===== config.mk =====
export PLATFORM = sky130hd
export DESIGN_NAME = q2e_isqrt
export DESIGN_NICKNAME = d
export VERILOG_FILES = /design/src/hdl/q2e_pkg.sv /design/src/hdl/q2e_isqrt.sv
export SDC_FILE = /design/constraint.sdc
export NUM_CORES = 2
export LEC_CHECK = 0
export BUFFER_PORTS_ARGS = -buffer_cell sky130_fd_sc_hd__buf_2
export CORE_MARGIN = 3
export CORE_UTILIZATION = 60
export CTS_CLUSTER_DIAMETER = 80
export DETAILED_ROUTE_END_ITERATION = 8
export PLACE_DENSITY_LB_ADDON = 0.3
export SETUP_SLACK_MARGIN = 0.02
export SLEW_MARGIN = 20
export SYNTH_ARGS = -nofsm -noshare
export SYNTH_HDL_FRONTEND = slang
export SYNTH_SLANG_ARGS = --single-unit

===== constraint.sdc =====
create_clock -name clk -period 6.4 [get_ports clk]
set_clock_uncertainty 0.1 [all_clocks]
set_input_delay 0.32 -clock clk [delete_from_list [all_inputs] [get_ports clk]]
set_output_delay 0.32 -clock clk [all_outputs]
set_load 0.02 [all_outputs]

===== src/hdl/q2e_pkg.sv =====
// Shared constants and tables for the quaternion to Euler angle converter.
// Used by the top level, the arctangent pipeline and the square root pipeline.
package q2e_pkg;

	localparam int CORDIC_STAGES_DEF = 16;
	localparam int FRACTION_BITS_DEF = 14;

	// Angles are carried at 30 fraction bits inside the pipelines.
	localparam int ANG_FRAC = 30;
	localparam int TABLE_LEN = 24;

	// Rotator datapath width and angle accumulator width.
	localparam int CW = 34;
	localparam int ZW = 35;

	// Square root pipeline: radicand width and number of result bits.
	localparam int RW = 62;
	localparam int ISQ_STAGES = ANG_FRAC + 1;

	localparam int PI_Q13 = 25736;
	localparam int HALF_PI_Q13 = 12868;

	localparam logic signed [ZW-1:0] PI_Q30 = 35'sd3373259426;

	// atan(2^-i) at 30 fraction bits.
	localparam logic signed [ZW-1:0] ATAN_TAB [TABLE_LEN] = '{
		35'sd843314856, 35'sd497837829, 35'sd263043836, 35'sd133525158,
		35'sd67021686, 35'sd33543515, 35'sd16775850, 35'sd8388437,
		35'sd4194282, 35'sd2097149, 35'sd1048575, 35'sd524287,
		35'sd262143, 35'sd131071, 35'sd65535, 35'sd32767,
		35'sd16383, 35'sd8191, 35'sd4095, 35'sd2047,
		35'sd1023, 35'sd511, 35'sd255, 35'sd127
	};

endpackage


===== src/hdl/q2e_isqrt.sv =====
// Pipelined integer square root, one result bit per register stage.
// Depends on q2e_pkg for the radicand width and the stage count.
module q2e_isqrt (
	input  logic                                clk,
	input  logic                                en,
	input  logic [q2e_pkg::RW-1:0]              rad,
	output logic [q2e_pkg::ISQ_STAGES-1:0]      root
);

	localparam int RW = q2e_pkg::RW;
	localparam int NS = q2e_pkg::ISQ_STAGES;

	logic [RW-1:0] v_s [1:NS];
	logic [RW-1:0] r_s [1:NS];

	for (genvar j = 0; j < NS; j++) begin : g_stage
		localparam logic [RW-1:0] BIT = RW'(1) << (2 * (NS - 1 - j));
		logic [RW-1:0] v_in, r_in;
		logic [RW-1:0] trial;

		// The first stage works on the radicand with a zero partial root.
		if (j == 0) begin : g_first
			assign v_in = rad;
			assign r_in = '0;
		end else begin : g_next
			assign v_in = v_s[j];
			assign r_in = r_s[j];
		end

		assign trial = r_in + BIT;

		always_ff @(posedge clk) begin
			if (en) begin
				if (v_in >= trial) begin
					v_s[j+1] <= v_in - trial;
					r_s[j+1] <= (r_in >> 1) + BIT;
				end else begin
					v_s[j+1] <= v_in;
					r_s[j+1] <= r_in >> 1;
				end
			end
		end
	end

	assign root = r_s[NS][NS-1:0];

endmodule


==> results by group <==
Logic synthesis
  • Synth warnings: 0
  • Synthesized instance count: 9246
  • Most used DFF post-synth: edfxtp_1
  • EDFF count, synth: between 2000 and 2500
  • Count of state elements after synthesis: about 2400
  • Async S/R FF share, synth: 0%
  • Cell taking the most area after synthesis: edfxtp_1
  • Sequential-to-total area share from yosys stat: 62.1%
  • Synth top area cells: edfxtp_1, ha_1, xor2_1, xnor2_1, nand2_1
  • Syn_nets: just under 10000
  • Share of the synthesized area in the top cell type: between 60% and 70%
  • Synth Cell Area: ~110000 sq um
  • Netlist cell types: 85
  • Mean Syn Cell Area: about 12 sq um

Setup path
  • Critical R2R Capture: v_s[0][1412]
  • CP Launch Type: flop
  • Critical Path Source: v_s[0][1320]
  • Crit-path max FO: 14
  • Cells along the critical path: inv_1, ha_1, nor2b_1, o21ai_0, a21boi_0, o21a_1, o21ai_0, a2111oi_0, nor3b_1, and3_1, inv_1, o2111ai_1, xnor2_1
  • Crit path kind: flop to flop
  • Reg2reg path depth: 13
  • Reg2reg start: v_s[0][1320]
  • Worst endpoint required time: approximately 6900 ps
  • Critical Path AT: between 5000 and 6000 ps
  • R2r setup slk: ~1700 ps
  • Worst setup path endpoint: v_s[0][1412]
  • Crit path capture type: flop
  • Crit-path max cell delay: between 800 and 900 ps
  • Slowest-stage cell, CP: a2111oi_0

Layout
  • Reg area: ~70000 sq um
  • Fin area: 126000 sq um
  • Layout area overhead: 10.4%
  • Fillers: 13400
  • Final Net Count: around 10000
  • Layout cells sized above 1: under 10%
  • Multi-input gate area: roughly 40000 sq um

Pwr
  • Max VDD drop: approximately 0.28 mV
  • Lkg Pwr: about 47 nW
  • Power per cell area: 351 nW/um^2

GRT
  • Initial antenna violation count: 16
  • Grt met1 use: between 40% and 50%
  • Total track usage: between 20% and 30%
  • Grt total ovfl: 0
  • First-pass GRT wire length: between 400 and 500 mm
  • Grt met3 use: around 6%
  • Largest net degree at the start of global routing: about 190
  • GR Layer Usage met2: between 40 and 50%
  • Vias in the first global route: between 70000 and 80000
  • Grt peak-use layer: met2

Detailed routing
  • Final wirelength: about 300 mm
  • Vias/cell: roughly 6.3
  • WL/cell: ~24 um
  • Remaining routing DRC violations: 0
  • Post-DRT Antenna Nets: 0
  • Vias post-DR: around 76000
  • DR iter-0 viols: between 9000 and 10000
  • Pre-Repair DR Iteration Count: 9

Min path
  • Hold Crit Depth: 2
  • HP Class: input port to flop

Die
  • # rows: 159
  • IO Pins: 95
  • Die Area: between 150000 and 200000 sq um
  • Core Region: around 190000 sq um
  • Die X: 442 um
  • Initial Util: about 61%
  • Die height: 442 um

STA
  • Final Setup Violations: 0
  • Final period util: approximately 74%
  • Tmin final: approximately 4700 ps
  • Max Slew Vio Count: 0
  • Max Clk Rate: roughly 210 MHz
  • RSZ-0062 raised after global routing: no
  • Worst Tran Pin Value: ~1100 ps
  • Slew headroom: between 20% and 30%
  • Fin Hold WS: between 50 and 60 ps
  • Final TNS setup: 0 ps
  • Final hold viol count: 0
  • Setup slack after layout: roughly 1700 ps

Placed design
  • Dpl hpwl: 217 mm
  • DP Area: about 120000 sq um
  • I/O Buffers: between 90 and 100
  • Pre-CTS setup slack: approximately 1900 ps
  • Final RePlAce weighted congestion: between 1 and 1.5

Clock network
  • Clock Tree Root: clkbuf_16
  • Resized cells post-CTS: 0
  • CTS tree: done
  • CTS Buf Count: around 230
  • Reg clk slew, reported paths: about 70 ps
  • Clk_lat worst skew: 900 ps
  • CTS HTree Levels: 4
  • Max clock buf depth: 3
  • Sink Count: 2356
  • CTS Hold Bufs: 84
  • Post-CTS Setup Bufs: 0

Job
  • Max Cap Violations: 0

Run status
  • Outcome: complete, no violations
## synth_stat cells (all sizes together), types with 76 or more instances
cell	number
or4	76
edfxtp	2356
nand4	160
o21a	110
nand3	152
nor2	527
inv	640
nor3	273
xnor2	399
a21oi	473
xor2	422
nor4	320
nand2	774
a21o	236
ha	525
nor2b	79
or3	88
nand2b	113
clkbuf	198
o21ai	558
## flip-flops by register name, summed over array words and instances (netlist names)
register,cells
v_s,1860
r_s,496
## report_power, final
group          switching, mW  internal [mW]  leakage (nW)  total (mW)
clock network           6.00           7.46          3.65        13.5
registers               1.89           19.5          22.6        21.4
logic                   5.75           3.60          20.7        9.35
## placed cells by master (no fill, tap or decap), drive strengths merged, types with 113 or more instances in the layout
cell type,netlist,layout
edfxtp,2356,2356
nand2,774,774
inv,640,651
o21ai,558,558
nor2,527,527
ha,525,525
a21oi,473,473
xor2,422,422
xnor2,399,399
nor4,320,320
nor3,273,273
clkbuf,198,267
a21o,236,236
nand4,160,160
nand3,152,152
buf,15,146
clkinv,0,115
nand2b,113,113
## critical path: cells and delay by family, from the launching register on
family,cells,cell delay [ps]
compound gates,6,1820
xor+xnor,1,640
fa+ha+maj,1,250
buf+inv,2,370
flops,1,440
simple gates,3,790
## kinds of logic (layout without fill, tap and decap cells)
| logic type | count (synthesis) | in the layout | share of synthesized area (%) |
|---|---|---|---|
| other | 0 | 4 | 0 |
| AO/OA/AOI/OAI | 1758 | 1758 | 9.50 |
| buffers and inverters | 853 | 1301 | 2.83 |
| XOR/XNOR | 821 | 821 | 6.31 |
| multiplexers | 57 | 57 | 0.550 |
| flip-flops | 2356 | 2356 | 62.1 |
| adder cells (fa/ha/maj) | 525 | 525 | 5.76 |
| AND/OR/NAND/NOR | 2876 | 2876 | 13.0 |
## stage by stage
step	cells	util, %	power (mW)
floorplan	9246	-	27.3
global placement	11700	62.3	30.4
detailed placement	11700	62.3	30.6
CTS	12200	66.8	44.1
global route	12200	66.8	46.0
finish	12200	66.8	44.2
## worst min path at each step
stage | slack, ps | end | from
floorplan | 320 | v_s[0][1861] | v_s[0][1799]
global placement | 320 | v_s[0][1191] | v_s[0][1129]
detailed placement | 330 | v_s[0][1251] | v_s[0][1189]
CTS | 0.05 | v_s[0][82] | rad[20]
global route | 20 | v_s[0][62] | rad[0]
finish | 50 | v_s[0][82] | rad[20]
## metal layers
layer	vias up	part of all wire (%)
li1	35000	-
met5	-	0.012
met4	6	3.8
met1	37000	41
met3	553	10
met2	3687	45
## cell type report
class	instances	share of cell area, %
diodes	4	0.00796
flip-flops and latches	2356	56.2
well taps	2495	2.48
multi-input cells	6037	31.9
inverters	640	1.91
clock buffers	267	4.70
clock inverters	164	1.33
repair buffers	230	1.46
(Power assumes the default switching activity.)
